### src/rtl/virtual_time_task_scheduler_assert.svh
// Assertion macros used by the scheduler's top-level RTL file.
`ifndef VIRTUAL_TIME_TASK_SCHEDULER_ASSERT_SVH
`define VIRTUAL_TIME_TASK_SCHEDULER_ASSERT_SVH

// Same-cycle implication, sampled on clk_i and disabled during reset.
`define VTTS_ASSERT_NOW(lbl, ante, cons, msg) \
  lbl: assert property (@(posedge clk_i) disable iff (!rst_ni) (ante) |-> (cons)) \
    else $error(msg);

// Next-cycle implication, sampled on clk_i and disabled during reset.
`define VTTS_ASSERT_NXT(lbl, ante, cons, msg) \
  lbl: assert property (@(posedge clk_i) disable iff (!rst_ni) (ante) |=> (cons)) \
    else $error(msg);

`endif

### src/rtl/vtts_pkg.sv
// Package with types, codes and constants of the virtual time task scheduler.
package vtts_pkg;

  localparam int SLOTS_DEF = 16;
  localparam int KIND_W    = 2;
  localparam int WEIGHT_W  = 16;
  localparam int SLOT_W    = 4;
  localparam int ID_W      = 32;
  localparam int VT_W      = 32;
  localparam int S_TDATA_W = 24;
  localparam int M_TDATA_W = 40;
  localparam int M_PAD_W   = M_TDATA_W - SLOT_W - 1 - ID_W;

  typedef enum logic [KIND_W-1:0] {
    KIND_CREATE = 2'd0,
    KIND_START  = 2'd1,
    KIND_TICK   = 2'd2
  } kind_e;

  typedef struct packed {
    logic latch;
    logic decode;
    logic find;
    logic create;
    logic start;
    logic charge_rd;
    logic charge_wr;
    logic scan;
    logic sub;
    logic scan_end;
    logic tick_end;
    logic id_take;
    logic res_zero;
    logic out_load;
  } cmd_t;

  typedef struct packed {
    logic [KIND_W-1:0] kind;
    logic              has_cur;
    logic              hit;
    logic              last;
    logic              start_ok;
    logic              sweep_done;
    logic              found;
    logic              out_free;
  } sts_t;

endpackage

### src/rtl/vtts_ram.sv
// Generic simple dual-port RAM with one write port and a registered read port.
module vtts_ram #(
  parameter int WIDTH = 32,
  parameter int DEPTH = 16
) (
  input  logic                     clk_i,
  input  logic                     we_i,
  input  logic [$clog2(DEPTH)-1:0] waddr_i,
  input  logic [WIDTH-1:0]         wdata_i,
  input  logic                     re_i,
  input  logic [$clog2(DEPTH)-1:0] raddr_i,
  output logic [WIDTH-1:0]         rdata_o
);

  logic [WIDTH-1:0] mem_q [DEPTH];
  logic [WIDTH-1:0] rdata_q;

  always_ff @(posedge clk_i) begin
    if (we_i) begin
      mem_q[waddr_i] <= wdata_i;
    end
    if (re_i) begin
      rdata_q <= mem_q[raddr_i];
    end
  end

  assign rdata_o = rdata_q;

endmodule

### src/rtl/vtts_ctrl.sv
// Controller state machine that sequences create, start and tick transactions.
module vtts_ctrl import vtts_pkg::*; (
  input  logic clk_i,
  input  logic rst_ni,
  input  logic s_axis_tvalid_i,
  output logic s_axis_tready_o,
  input  sts_t sts_i,
  output cmd_t cmd_o
);

  typedef enum logic [11:0] {
    ST_IDLE      = 12'b0000_0000_0001,
    ST_DECODE    = 12'b0000_0000_0010,
    ST_FIND      = 12'b0000_0000_0100,
    ST_CREATE    = 12'b0000_0000_1000,
    ST_START     = 12'b0000_0001_0000,
    ST_CHARGE_RD = 12'b0000_0010_0000,
    ST_CHARGE_WR = 12'b0000_0100_0000,
    ST_SCAN      = 12'b0000_1000_0000,
    ST_SUB       = 12'b0001_0000_0000,
    ST_TICK_END  = 12'b0010_0000_0000,
    ST_ID_WAIT   = 12'b0100_0000_0000,
    ST_RESULT    = 12'b1000_0000_0000
  } state_e;

  state_e state_q, state_d;

  always_ff @(posedge clk_i or negedge rst_ni) begin
    if (!rst_ni) begin
      state_q <= ST_IDLE;
    end else begin
      state_q <= state_d;
    end
  end

  always_comb begin
    state_d         = state_q;
    cmd_o           = '0;
    s_axis_tready_o = 1'b0;
    unique case (state_q)
      ST_IDLE: begin
        s_axis_tready_o = 1'b1;
        if (s_axis_tvalid_i) begin
          cmd_o.latch = 1'b1;
          state_d     = ST_DECODE;
        end
      end
      ST_DECODE: begin
        cmd_o.decode = 1'b1;
        unique case (sts_i.kind)
          KIND_CREATE: state_d = ST_FIND;
          KIND_START:  state_d = ST_START;
          KIND_TICK:   state_d = sts_i.has_cur ? ST_CHARGE_RD : ST_SCAN;
          default: begin
            cmd_o.res_zero = 1'b1;
            state_d        = ST_RESULT;
          end
        endcase
      end
      ST_FIND: begin
        cmd_o.find = 1'b1;
        if (sts_i.hit) begin
          state_d = ST_CREATE;
        end else if (sts_i.last) begin
          cmd_o.res_zero = 1'b1;
          state_d        = ST_RESULT;
        end
      end
      ST_CREATE: begin
        cmd_o.create = 1'b1;
        state_d      = ST_RESULT;
      end
      ST_START: begin
        cmd_o.start = 1'b1;
        state_d     = sts_i.start_ok ? ST_ID_WAIT : ST_RESULT;
      end
      ST_CHARGE_RD: begin
        cmd_o.charge_rd = 1'b1;
        state_d         = ST_CHARGE_WR;
      end
      ST_CHARGE_WR: begin
        cmd_o.charge_wr = 1'b1;
        state_d         = ST_SCAN;
      end
      ST_SCAN: begin
        cmd_o.scan = 1'b1;
        if (sts_i.sweep_done) begin
          cmd_o.scan_end = 1'b1;
          state_d        = sts_i.found ? ST_SUB : ST_TICK_END;
        end
      end
      ST_SUB: begin
        cmd_o.sub = 1'b1;
        if (sts_i.sweep_done) begin
          state_d = ST_TICK_END;
        end
      end
      ST_TICK_END: begin
        cmd_o.tick_end = 1'b1;
        state_d        = sts_i.has_cur ? ST_ID_WAIT : ST_RESULT;
      end
      ST_ID_WAIT: begin
        cmd_o.id_take = 1'b1;
        state_d       = ST_RESULT;
      end
      ST_RESULT: begin
        if (sts_i.out_free) begin
          cmd_o.out_load = 1'b1;
          state_d        = ST_IDLE;
        end
      end
      default: begin
        state_d = ST_IDLE;
      end
    endcase
  end

endmodule

### src/rtl/vtts_dp.sv
// Datapath with the slot flags, the slot memories, the sweep counter and the result register.
module vtts_dp import vtts_pkg::*; #(
  parameter int SLOTS = SLOTS_DEF
) (
  input  logic                 clk_i,
  input  logic                 rst_ni,
  input  logic [S_TDATA_W-1:0] s_axis_tdata_i,
  input  logic [KIND_W-1:0]    s_axis_tuser_i,
  input  logic                 m_axis_tready_i,
  output logic                 m_axis_tvalid_o,
  output logic [M_TDATA_W-1:0] m_axis_tdata_o,
  input  cmd_t                 cmd_i,
  output sts_t                 sts_o
);

  localparam int IW = $clog2(SLOTS);
  localparam int CW = (IW > SLOT_W) ? IW : SLOT_W;
  localparam logic [IW-1:0] LastIdx = IW'(SLOTS - 1);

  logic [SLOTS-1:0]    alloc_q;
  logic [SLOTS-1:0]    run_q;
  logic [ID_W-1:0]     next_id_q;
  logic [IW-1:0]       cur_q;
  logic                has_cur_q;
  logic [IW-1:0]       idx_q;
  logic                done_q;
  logic                rd_vld_q;
  logic [IW-1:0]       rd_idx_q;
  logic                found_q;
  logic [VT_W-1:0]     min_q;
  logic [IW-1:0]       best_q;
  logic [KIND_W-1:0]   kind_q;
  logic [WEIGHT_W-1:0] weight_q;
  logic [SLOT_W-1:0]   slot_q;
  logic [SLOT_W-1:0]   res_slot_q;
  logic                res_ok_q;
  logic [ID_W-1:0]     res_id_q;
  logic                m_valid_q;
  logic [M_TDATA_W-1:0] m_data_q;

  logic [CW-1:0]       slot_wide;
  logic                slot_in_range;
  logic [IW-1:0]       slot_idx;
  logic                start_ok;
  logic                issue;
  logic                better;
  logic [VT_W:0]       charge_sum;
  logic [VT_W-1:0]     charge_sat;

  logic                vt_we, vt_re;
  logic [IW-1:0]       vt_waddr, vt_raddr;
  logic [VT_W-1:0]     vt_wdata, vt_rdata;
  logic [WEIGHT_W-1:0] wt_rdata;
  logic                id_re;
  logic [IW-1:0]       id_raddr;
  logic [ID_W-1:0]     id_rdata;

  assign slot_wide     = CW'(slot_q);
  assign slot_in_range = {1'b0, slot_wide} < (CW + 1)'(SLOTS);
  assign slot_idx      = slot_wide[IW-1:0];
  assign start_ok      = slot_in_range && alloc_q[slot_idx];

  assign issue  = (cmd_i.scan || cmd_i.sub) && !done_q;
  assign better = run_q[rd_idx_q] && (!found_q || (vt_rdata < min_q));

  assign charge_sum = {1'b0, vt_rdata} + (VT_W + 1)'(wt_rdata);
  assign charge_sat = charge_sum[VT_W] ? '1 : charge_sum[VT_W-1:0];

  assign vt_re    = cmd_i.charge_rd || issue;
  assign vt_raddr = cmd_i.charge_rd ? cur_q : idx_q;

  always_comb begin
    vt_we    = 1'b0;
    vt_waddr = idx_q;
    vt_wdata = '0;
    if (cmd_i.create) begin
      vt_we = 1'b1;
    end else if (cmd_i.charge_wr) begin
      vt_we    = 1'b1;
      vt_waddr = cur_q;
      vt_wdata = charge_sat;
    end else if (cmd_i.sub && rd_vld_q && run_q[rd_idx_q]) begin
      vt_we    = 1'b1;
      vt_waddr = rd_idx_q;
      vt_wdata = vt_rdata - min_q;
    end
  end

  assign id_re    = (cmd_i.start && start_ok) || (cmd_i.tick_end && has_cur_q);
  assign id_raddr = cmd_i.start ? slot_idx : cur_q;

  vtts_ram #(.WIDTH(VT_W), .DEPTH(SLOTS)) u_vt_ram (
    .clk_i   (clk_i),
    .we_i    (vt_we),
    .waddr_i (vt_waddr),
    .wdata_i (vt_wdata),
    .re_i    (vt_re),
    .raddr_i (vt_raddr),
    .rdata_o (vt_rdata)
  );

  vtts_ram #(.WIDTH(WEIGHT_W), .DEPTH(SLOTS)) u_wt_ram (
    .clk_i   (clk_i),
    .we_i    (cmd_i.create),
    .waddr_i (idx_q),
    .wdata_i (weight_q),
    .re_i    (cmd_i.charge_rd),
    .raddr_i (cur_q),
    .rdata_o (wt_rdata)
  );

  vtts_ram #(.WIDTH(ID_W), .DEPTH(SLOTS)) u_id_ram (
    .clk_i   (clk_i),
    .we_i    (cmd_i.create),
    .waddr_i (idx_q),
    .wdata_i (next_id_q),
    .re_i    (id_re),
    .raddr_i (id_raddr),
    .rdata_o (id_rdata)
  );

  always_ff @(posedge clk_i or negedge rst_ni) begin
    if (!rst_ni) begin
      alloc_q   <= '0;
      run_q     <= '0;
      next_id_q <= '0;
      cur_q     <= '0;
      has_cur_q <= 1'b0;
      idx_q     <= '0;
      done_q    <= 1'b0;
      rd_vld_q  <= 1'b0;
      found_q   <= 1'b0;
      m_valid_q <= 1'b0;
    end else begin
      if (cmd_i.decode || cmd_i.scan_end) begin
        idx_q    <= '0;
        done_q   <= 1'b0;
        rd_vld_q <= 1'b0;
      end else if (cmd_i.find && alloc_q[idx_q] && (idx_q != LastIdx)) begin
        idx_q <= idx_q + IW'(1);
      end else if (cmd_i.scan || cmd_i.sub) begin
        rd_vld_q <= !done_q;
        if (!done_q) begin
          if (idx_q == LastIdx) begin
            done_q <= 1'b1;
          end else begin
            idx_q <= idx_q + IW'(1);
          end
        end
      end
      if (cmd_i.decode) begin
        found_q <= 1'b0;
      end else if (cmd_i.scan && rd_vld_q && better) begin
        found_q <= 1'b1;
      end
      if (cmd_i.create) begin
        alloc_q[idx_q] <= 1'b1;
        next_id_q      <= next_id_q + ID_W'(1);
      end
      if (cmd_i.start && start_ok) begin
        run_q[slot_idx] <= 1'b1;
      end
      if (cmd_i.scan_end && found_q) begin
        cur_q     <= best_q;
        has_cur_q <= 1'b1;
      end
      if (cmd_i.out_load) begin
        m_valid_q <= 1'b1;
      end else if (m_axis_tready_i) begin
        m_valid_q <= 1'b0;
      end
    end
  end

  always_ff @(posedge clk_i) begin
    if (cmd_i.latch) begin
      kind_q   <= s_axis_tuser_i;
      weight_q <= s_axis_tdata_i[WEIGHT_W-1:0];
      slot_q   <= s_axis_tdata_i[WEIGHT_W +: SLOT_W];
    end
    if (issue) begin
      rd_idx_q <= idx_q;
    end
    if (cmd_i.scan && rd_vld_q && better) begin
      min_q  <= vt_rdata;
      best_q <= rd_idx_q;
    end
    if (cmd_i.res_zero || (cmd_i.tick_end && !has_cur_q)) begin
      res_slot_q <= '0;
      res_ok_q   <= 1'b0;
      res_id_q   <= '0;
    end else if (cmd_i.create) begin
      res_slot_q <= SLOT_W'(idx_q);
      res_ok_q   <= 1'b1;
      res_id_q   <= next_id_q;
    end else if (cmd_i.start) begin
      res_slot_q <= slot_q;
      res_ok_q   <= start_ok;
      res_id_q   <= '0;
    end else if (cmd_i.tick_end) begin
      res_slot_q <= SLOT_W'(cur_q);
      res_ok_q   <= 1'b1;
    end else if (cmd_i.id_take) begin
      res_id_q <= id_rdata;
    end
    if (cmd_i.out_load) begin
      m_data_q <= {M_PAD_W'(0), res_id_q, res_ok_q, res_slot_q};
    end
  end

  assign sts_o.kind       = kind_q;
  assign sts_o.has_cur    = has_cur_q;
  assign sts_o.hit        = !alloc_q[idx_q];
  assign sts_o.last       = idx_q == LastIdx;
  assign sts_o.start_ok   = start_ok;
  assign sts_o.sweep_done = done_q && !rd_vld_q;
  assign sts_o.found      = found_q;
  assign sts_o.out_free   = !m_valid_q || m_axis_tready_i;

  assign m_axis_tvalid_o = m_valid_q;
  assign m_axis_tdata_o  = m_data_q;

endmodule

### src/rtl/virtual_time_task_scheduler.sv
// Top level of the virtual time task scheduler: one result transaction per input transaction.
// A start checks the slot and, when it is allocated, reads the task id; kind 3 gives a zero result;
// a create takes the lowest free slot (zero result when full); a tick first charges the current
// task, if any, then sweeps all slots for the running task of least virtual time and sweeps again
// to subtract that minimum from every running slot; without a winner, the second sweep is skipped.
// One item at a time; the next one is taken only after the result is loaded; reset clears flags at once.
`include "virtual_time_task_scheduler_assert.svh"

module virtual_time_task_scheduler import vtts_pkg::*; #(
  parameter int SLOTS = SLOTS_DEF
) (
  input  logic                 clk_i,
  input  logic                 rst_ni,
  input  logic                 s_axis_tvalid_i,
  output logic                 s_axis_tready_o,
  // weight [15:0], slot [19:16], zero [23:20]
  input  logic [S_TDATA_W-1:0] s_axis_tdata_i,
  // kind [1:0]
  input  logic [KIND_W-1:0]    s_axis_tuser_i,
  output logic                 m_axis_tvalid_o,
  input  logic                 m_axis_tready_i,
  // chosen_slot [3:0], ok [4], task_id [36:5], zero [39:37]
  output logic [M_TDATA_W-1:0] m_axis_tdata_o
);

  cmd_t cmd;
  sts_t sts;

  logic            in_take;
  logic            res_free;
  logic            res_fail;
  logic [ID_W-1:0] res_id;

  vtts_ctrl u_ctrl (
    .clk_i           (clk_i),
    .rst_ni          (rst_ni),
    .s_axis_tvalid_i (s_axis_tvalid_i),
    .s_axis_tready_o (s_axis_tready_o),
    .sts_i           (sts),
    .cmd_o           (cmd)
  );

  vtts_dp #(.SLOTS(SLOTS)) u_dp (
    .clk_i           (clk_i),
    .rst_ni          (rst_ni),
    .s_axis_tdata_i  (s_axis_tdata_i),
    .s_axis_tuser_i  (s_axis_tuser_i),
    .m_axis_tready_i (m_axis_tready_i),
    .m_axis_tvalid_o (m_axis_tvalid_o),
    .m_axis_tdata_o  (m_axis_tdata_o),
    .cmd_i           (cmd),
    .sts_o           (sts)
  );

  assign in_take  = s_axis_tvalid_i && s_axis_tready_o;
  assign res_free = !m_axis_tvalid_o || m_axis_tready_i;
  assign res_fail = m_axis_tvalid_o && !m_axis_tdata_o[SLOT_W];
  assign res_id   = m_axis_tdata_o[SLOT_W+ID_W:SLOT_W+1];

  `VTTS_ASSERT_NXT(a_busy_after_accept, in_take, !s_axis_tready_o, "input taken while busy")
  `VTTS_ASSERT_NOW(a_load_when_free, cmd.out_load, res_free, "result overwritten")
  `VTTS_ASSERT_NOW(a_fail_has_zero_id, res_fail, res_id == '0, "failed result has an id")
  `VTTS_ASSERT_NXT(a_found_sets_current, cmd.scan_end && sts.found, sts.has_cur, "no current")

endmodule
### config.mk
export PLATFORM = sky130hd
export DESIGN_NAME = virtual_time_task_scheduler
export DESIGN_NICKNAME = d
export VERILOG_FILES = /design/src/rtl/vtts_pkg.sv /design/src/rtl/vtts_ram.sv /design/src/rtl/vtts_ctrl.sv /design/src/rtl/vtts_dp.sv /design/src/rtl/virtual_time_task_scheduler.sv
export VERILOG_INCLUDE_DIRS = /design/src /design/src/rtl
export SDC_FILE = /design/constraint.sdc
export NUM_CORES = 2
export LEC_CHECK = 0
export BUFFER_PORTS_ARGS = -buffer_cell sky130_fd_sc_hd__buf_2
export CORE_UTILIZATION = 55
export DETAILED_ROUTE_END_ITERATION = 7
export GPL_TIMING_DRIVEN = 0
export HOLD_SLACK_MARGIN = 0.08
export PLACE_DENSITY = 0.78
export SLEW_MARGIN = 20
export SYNTH_ARGS = -nofsm -noshare
export SYNTH_HDL_FRONTEND = slang
export SYNTH_HIERARCHICAL = 1
export SYNTH_SLANG_ARGS = --single-unit
### constraint.sdc
create_clock -name clk_i -period 5 [get_ports clk_i]
set_input_delay 0.5 -clock clk_i [delete_from_list [all_inputs] [get_ports clk_i]]
set_output_delay 0.5 -clock clk_i [all_outputs]
set_load 0.005 [all_outputs]
After elaboration in Yosys (flattened, before gate mapping)
Memory sizes are Yosys's and may differ from the RTL's. A register that Yosys moved wholly into a read port is not among the register bits.
Cells that the tools add are included.

storage, ports and cells
  memory bits (writable) = 1280
  memories = 3
  register bits after elaboration = 225
  output and inout bits = 42
  word-level logic and storage cells = 186
  bits in latches = 0
  input port bits = 30
  bits in read-only memories = 0

memory list
  memory               depth  bits a word  read ports  clocked after Yosys merged registers in  write ports  line            RTL
  u_dp.u_id_ram.mem_q  16     32           1           1                                        1            vtts_ram.sv:15  logic [WIDTH-1:0] mem_q [DEPTH];
  u_dp.u_vt_ram.mem_q  16     32           1           1                                        1            vtts_ram.sv:15
  u_dp.u_wt_ram.mem_q  16     16           1           1                                        1            vtts_ram.sv:15

operators by class
  equality and inequality tests = 25
  multiplexer cells = 85
  shifts and indexed selects = 0
  multipliers = 0
  add/sub/neg operators = 4
  reductions and logical operators = 40
  divide/modulo/power cells = 0
  order comparisons = 6
  bitwise logic cells = 2

operator list
  operator               count
  $mux 32                8
  $pmux 12 s11           1
  $mux 12                8
  $mux 4                 13
  $mux 1                 46
  $pmux 12 s3            1
  $add 32x16->33         1
  $add 32x1->32 const B  1
  $lt 32x32->1           1
  $or 16x16->16          2
  $sub 32x32->32         1
  $logic_and 1x1->1      15
  $lt 4x5->1 const B     3
  $bmux 1 s4             3
  $eq 12x1->1 const B    1
  $eq 12x10->1 const B   1
  $eq 12x11->1 const B   1
  $eq 12x12->1 const B   1
  $eq 12x2->1 const B    1
  $eq 12x3->1 const B    1
  $eq 12x4->1 const B    1
  $eq 12x5->1 const B    1
  $eq 12x6->1 const B    1
  $eq 12x7->1 const B    1
  27 further kinds       48

Logic depth before layout (Yosys ltp)
  depth in word-level cells = 9
  depth in mapped cells = 13
  gate-level depth less buffers = 13

Modules after synthesis
Netlist, hierarchy kept.

modules (own cells, without submodules)
  module                         area an instance (um^2)  instances  seq. area each (um^2)  cells each
  vtts_ram at u_dp.u_id_ram ...  20155.6                  2          16335.7                838
  vtts_dp                        11539.8                  1          5640.4                 1085
  vtts_ram at u_dp.u_wt_ram      10203.5                  1          8167.8                 432
  vtts_ctrl                      1011.0                   1          301.5                  114

Least setup slack after synthesis
No wires, ideal clock.

  path type = reg-to-reg
  start = register u_ctrl.state_q[7]
  end = memory u_dp.u_vt_ram.mem_q[0][0], enable pin
  data arrival time = 5.085 ns
  slack = -0.546 ns
  clock period less this slack = 5.546 ns
  buffers on the path = 4
  stages on the path, launching flop included = 12
  data required time = 4.539 ns
  setup time = 0.461 ns
  path through = dfrtp_1 -> buf_6 -> nor4_2 -> nand2_1 -> nor2_1 -> buf_2 -> clkbuf_1 -> buf_4 -> nor2_1 -> nand2_1 -> or3b_2 -> nor3_1

RTL lines
  item                    line             RTL
  from (decl)             vtts_ctrl.sv:26  state_e state_q, state_d;
  from (signal assigned)  vtts_ctrl.sv:32  state_q <= state_d;
  to (decl)               vtts_ram.sv:15

==> metrics <==
drc violations 0; leakage power 21.1 nW; CTS tree built; largest family of logic cells by synthesized area multiplexers; Seq/Total Area, Yosys 74.2%; worst vdd ir 0.380 mV; ys async rst share 5.62%; synth cell count leaders edfxtp_1, mux4_2, a22oi_1; final count of hold timing violations 0; HP Class primary input to asynchronous set/reset pin; number of global-route vias before repair 34700; Nets 3738; RePlAce Congestion 0.894; Routed WL per cell 28.6 um; combined area of the multi-input logic cells 15600 um^2; type of origin of the critical path flop; initial antenna violation count 1; FMAX 0.203 GHz; RR Startpoint u_ctrl/state_q[9]$_DFFE_PN0P_; Critical Path Start u_ctrl/state_q[9]$_DFFE_PN0P_; DR vias 34500; worst relative slew slack 20.2%; core area 113000 um^2; area share of the largest cell type after synthesis 69.5%; total number of yosys warnings 6; Post-DP HPWL 95100 um; layout cell share with drive strength beyond 1 24.1%; Crit path required time 5470 ps; # rows 123; synthesis-to-finish area growth 15.2%; Post-DP Area 67100 um^2; post-route design area 72700 um^2; arrival time worst endpoint 5410 ps; Pre-Repair DR Iteration Count 6; WL final 151000 um; fin cells 5278; number of synthesized flops with an enable pin 1459; H-tree depth 4; R2R setup slack 70 ps; Die H 341 um; die area 116000 um^2; path type of the worst setup path flop to flop; DRT iter0 DRCs 4548; most common cell in the netlist edfxtp_1; FF/Latch Area 46800 um^2; clk slew on worst S/H paths 60 ps; largest net degree at the start of global routing 62; GRT overflow 0; clk_lat worst skew 760 ps; fin crit share 98.7%; Synth Instances 3307; largest area contributor in the netlist edfxtp_1; outcome finished, final reports clean; Routed Antenna Nets 0; Post-synth top flop edfxtp_1; Synth Area in Adders 1.11%; syn_area_per_cell 19.1 um^2; hold slack 225 ps; count of cell types in the netlist 98; Worst Clk Skew 28.2 ps; Clock Path Buffers 3; Total Routing Usage GR 26.0%; synth top area cells edfxtp_1, mux4_2, dfrtp_1; global-route wire length before repair 222000 um; Reg2Reg Capture Point u_dp/u_vt_ram/rdata_o[25]$_DFFE_PP_; post-synthesis mux area share 12.2%; xor and xnor fraction of the mapped netlist area 1.18%; max-slew violations 0; clock root buffer master clkbuf_16; Diodes inserted 0; CP endpoint u_dp/u_vt_ram/rdata_o[25]$_DFFE_PP_; Synth Area in Compound Gates 5.66%; cts bufs inserted 154; vias per std cell 6.53; initial core utilization 55.8%; mapped cell area 63100 um^2; max_cap viols 0; Slew @ Worst Pin 1200 ps; Final setup viols 0; Top-Level Pins 72; reg2reg path depth 12; dpl cells 4960; Cell Pwr Density 405 nW/um^2; flops & latches, synth 1585; CP endpoint kind flop; width of the die 341 um; filler cell count 7196; Synth Area in Simple Gates 4.03%; Period minus WS final 4930 ps; critical path fanouts, max 17; total clock sinks 1585; PortBufs 64
worst min path at each step:
stage                                        start                                 to  slack, ps
global placement    u_dp/res_id_q[19]$_SDFFE_PP0P_  u_dp/m_axis_tdata_o[24]$_DFFE_PP_        420
detailed placement                          rst_ni     u_dp/next_id_q[19]$_DFFE_PN0P_        410
global route                                rst_ni     u_dp/next_id_q[13]$_DFFE_PN0P_        240
floorplan                                   rst_ni     u_ctrl/state_q[10]$_DFFE_PN0P_        200
finish                                      rst_ni     u_dp/next_id_q[19]$_DFFE_PN0P_        220
CTS                                         rst_ni     u_dp/next_id_q[13]$_DFFE_PN0P_        220
layout make-up:
| class | count | share of cell area [%] |
|---|---|---|
| Buffer | 157 | 1.13 |
| Clock buffer | 203 | 5.78 |
| Clock inverter | 78 | 1.13 |
| Inverter | 66 | 0.341 |
| Multi-Input combinational cell | 1502 | 21.5 |
| Sequential cell | 1585 | 64.4 |
| Tap cell | 1500 | 2.58 |
| Timing Repair Buffer | 187 | 3.11 |
layer usage:
layer | GRT usage (%) | vias up | routed length, um
met3 | 4.68 | 353 | 15100
met4 | 8.80 | 0 | 4820
met1 | 36.9 | 17800 | 58500
met2 | 41.3 | 2120 | 72300
met5 | 0 | - | 0
li1 | - | 14200 | -
where the power goes:
group / internal (W) / total [W] / leakage (nW) / switching, W
clock network: 0.00670 / 0.0116 / 2.45 / 0.00486
registers: 0.0148 / 0.0151 / 12.6 / 0.000376
logic: 0.000964 / 0.00269 / 6.04 / 0.00173
total: 0.0224 / 0.0294 / 21.1 / 0.00696
timing repair:
item,4_1_cts,5_1_grt
buffers inserted,11,0
endpoints found under the hold margin,112,0
setup endpoints to repair,425,212
gates cloned,0,1
hold buffers,24,0
resized for setup,5,8
pin swaps,10,1
cell families (layout without fill, tap and decap cells):
group           count (synthesis)  in the layout
other cells                     1              3
fa+ha+maj                      55             55
flops                        1585           1585
buf+inv                       223            691
xor+xnor                       85             85
mux                           343            343
simple gates                  511            512
compound gates                504            504
registers in the layout (all words and copies together), names as in the netlist, 4 cells and up:
name / cells
u_ctrl/state_q: 12
u_dp/alloc_q: 16
u_dp/best_q: 4
u_dp/cur_q: 4
u_dp/idx_q: 4
u_dp/m_axis_tdata_o: 37
u_dp/min_q: 32
u_dp/next_id_q: 32
u_dp/rd_idx_q: 4
u_dp/res_id_q: 32
u_dp/res_slot_q: 4
u_dp/run_q: 16
u_dp/slot_idx: 4
u_dp/u_id_ram/mem_q: 512
u_dp/u_id_ram/rdata_o: 32
u_dp/u_vt_ram/mem_q: 512
u_dp/u_vt_ram/rdata_o: 32
u_dp/u_wt_ram/mem_q: 256
u_dp/u_wt_ram/rdata_o: 16
u_dp/weight_q: 16
stage by stage:
| step | total power, W | util [%] | setup TNS (ps) | setup WS, ps |
|---|---|---|---|---|
| 5_1_grt | 0.0302 | 64.2 | -10.7 | -8.53 |
| 4_1_cts | 0.0295 | 64.1 | 0 | 0.0191 |
| 3_3_place_gp | 0.0179 | 57.7 | -1826800 | -2980 |
| 3_5_place_dp | 0.0180 | 59.3 | -110000 | -485 |
| 2_1_floorplan | 0.0170 | - | 0 | 326 |
| 6_report | 0.0294 | 64.2 | 0 | 65.2 |
critical path: stages, from the launching register on:
cell and delay, ps:
dfrtp_1 370, buf_2 180, or4_1 590, nor2_1 220, and4b_2 540, clkbuf_1 330
nand2_1 90, o21ai_0 290, buf_2 480, clkdlybuf4s15_1 780, mux4_2 410, a22oi_1 220
nand2_1 150
placed cells by master (no fill, tap or decap), types with 65 or more instances in the layout:
cell type  synthesis  layout
mux4_2           323     323
clkbuf_16          0     156
a21oi_1           99      86
a22oi_1          193     193
edfxtp_1        1459    1459
clkbuf_1          66     101
buf_2             27      89
dfrtp_1           88      88
nor2_1           150     112
inv_1             65      65
nand2_1          164     163
No activity file was read; power rests on OpenSTA's default activity.
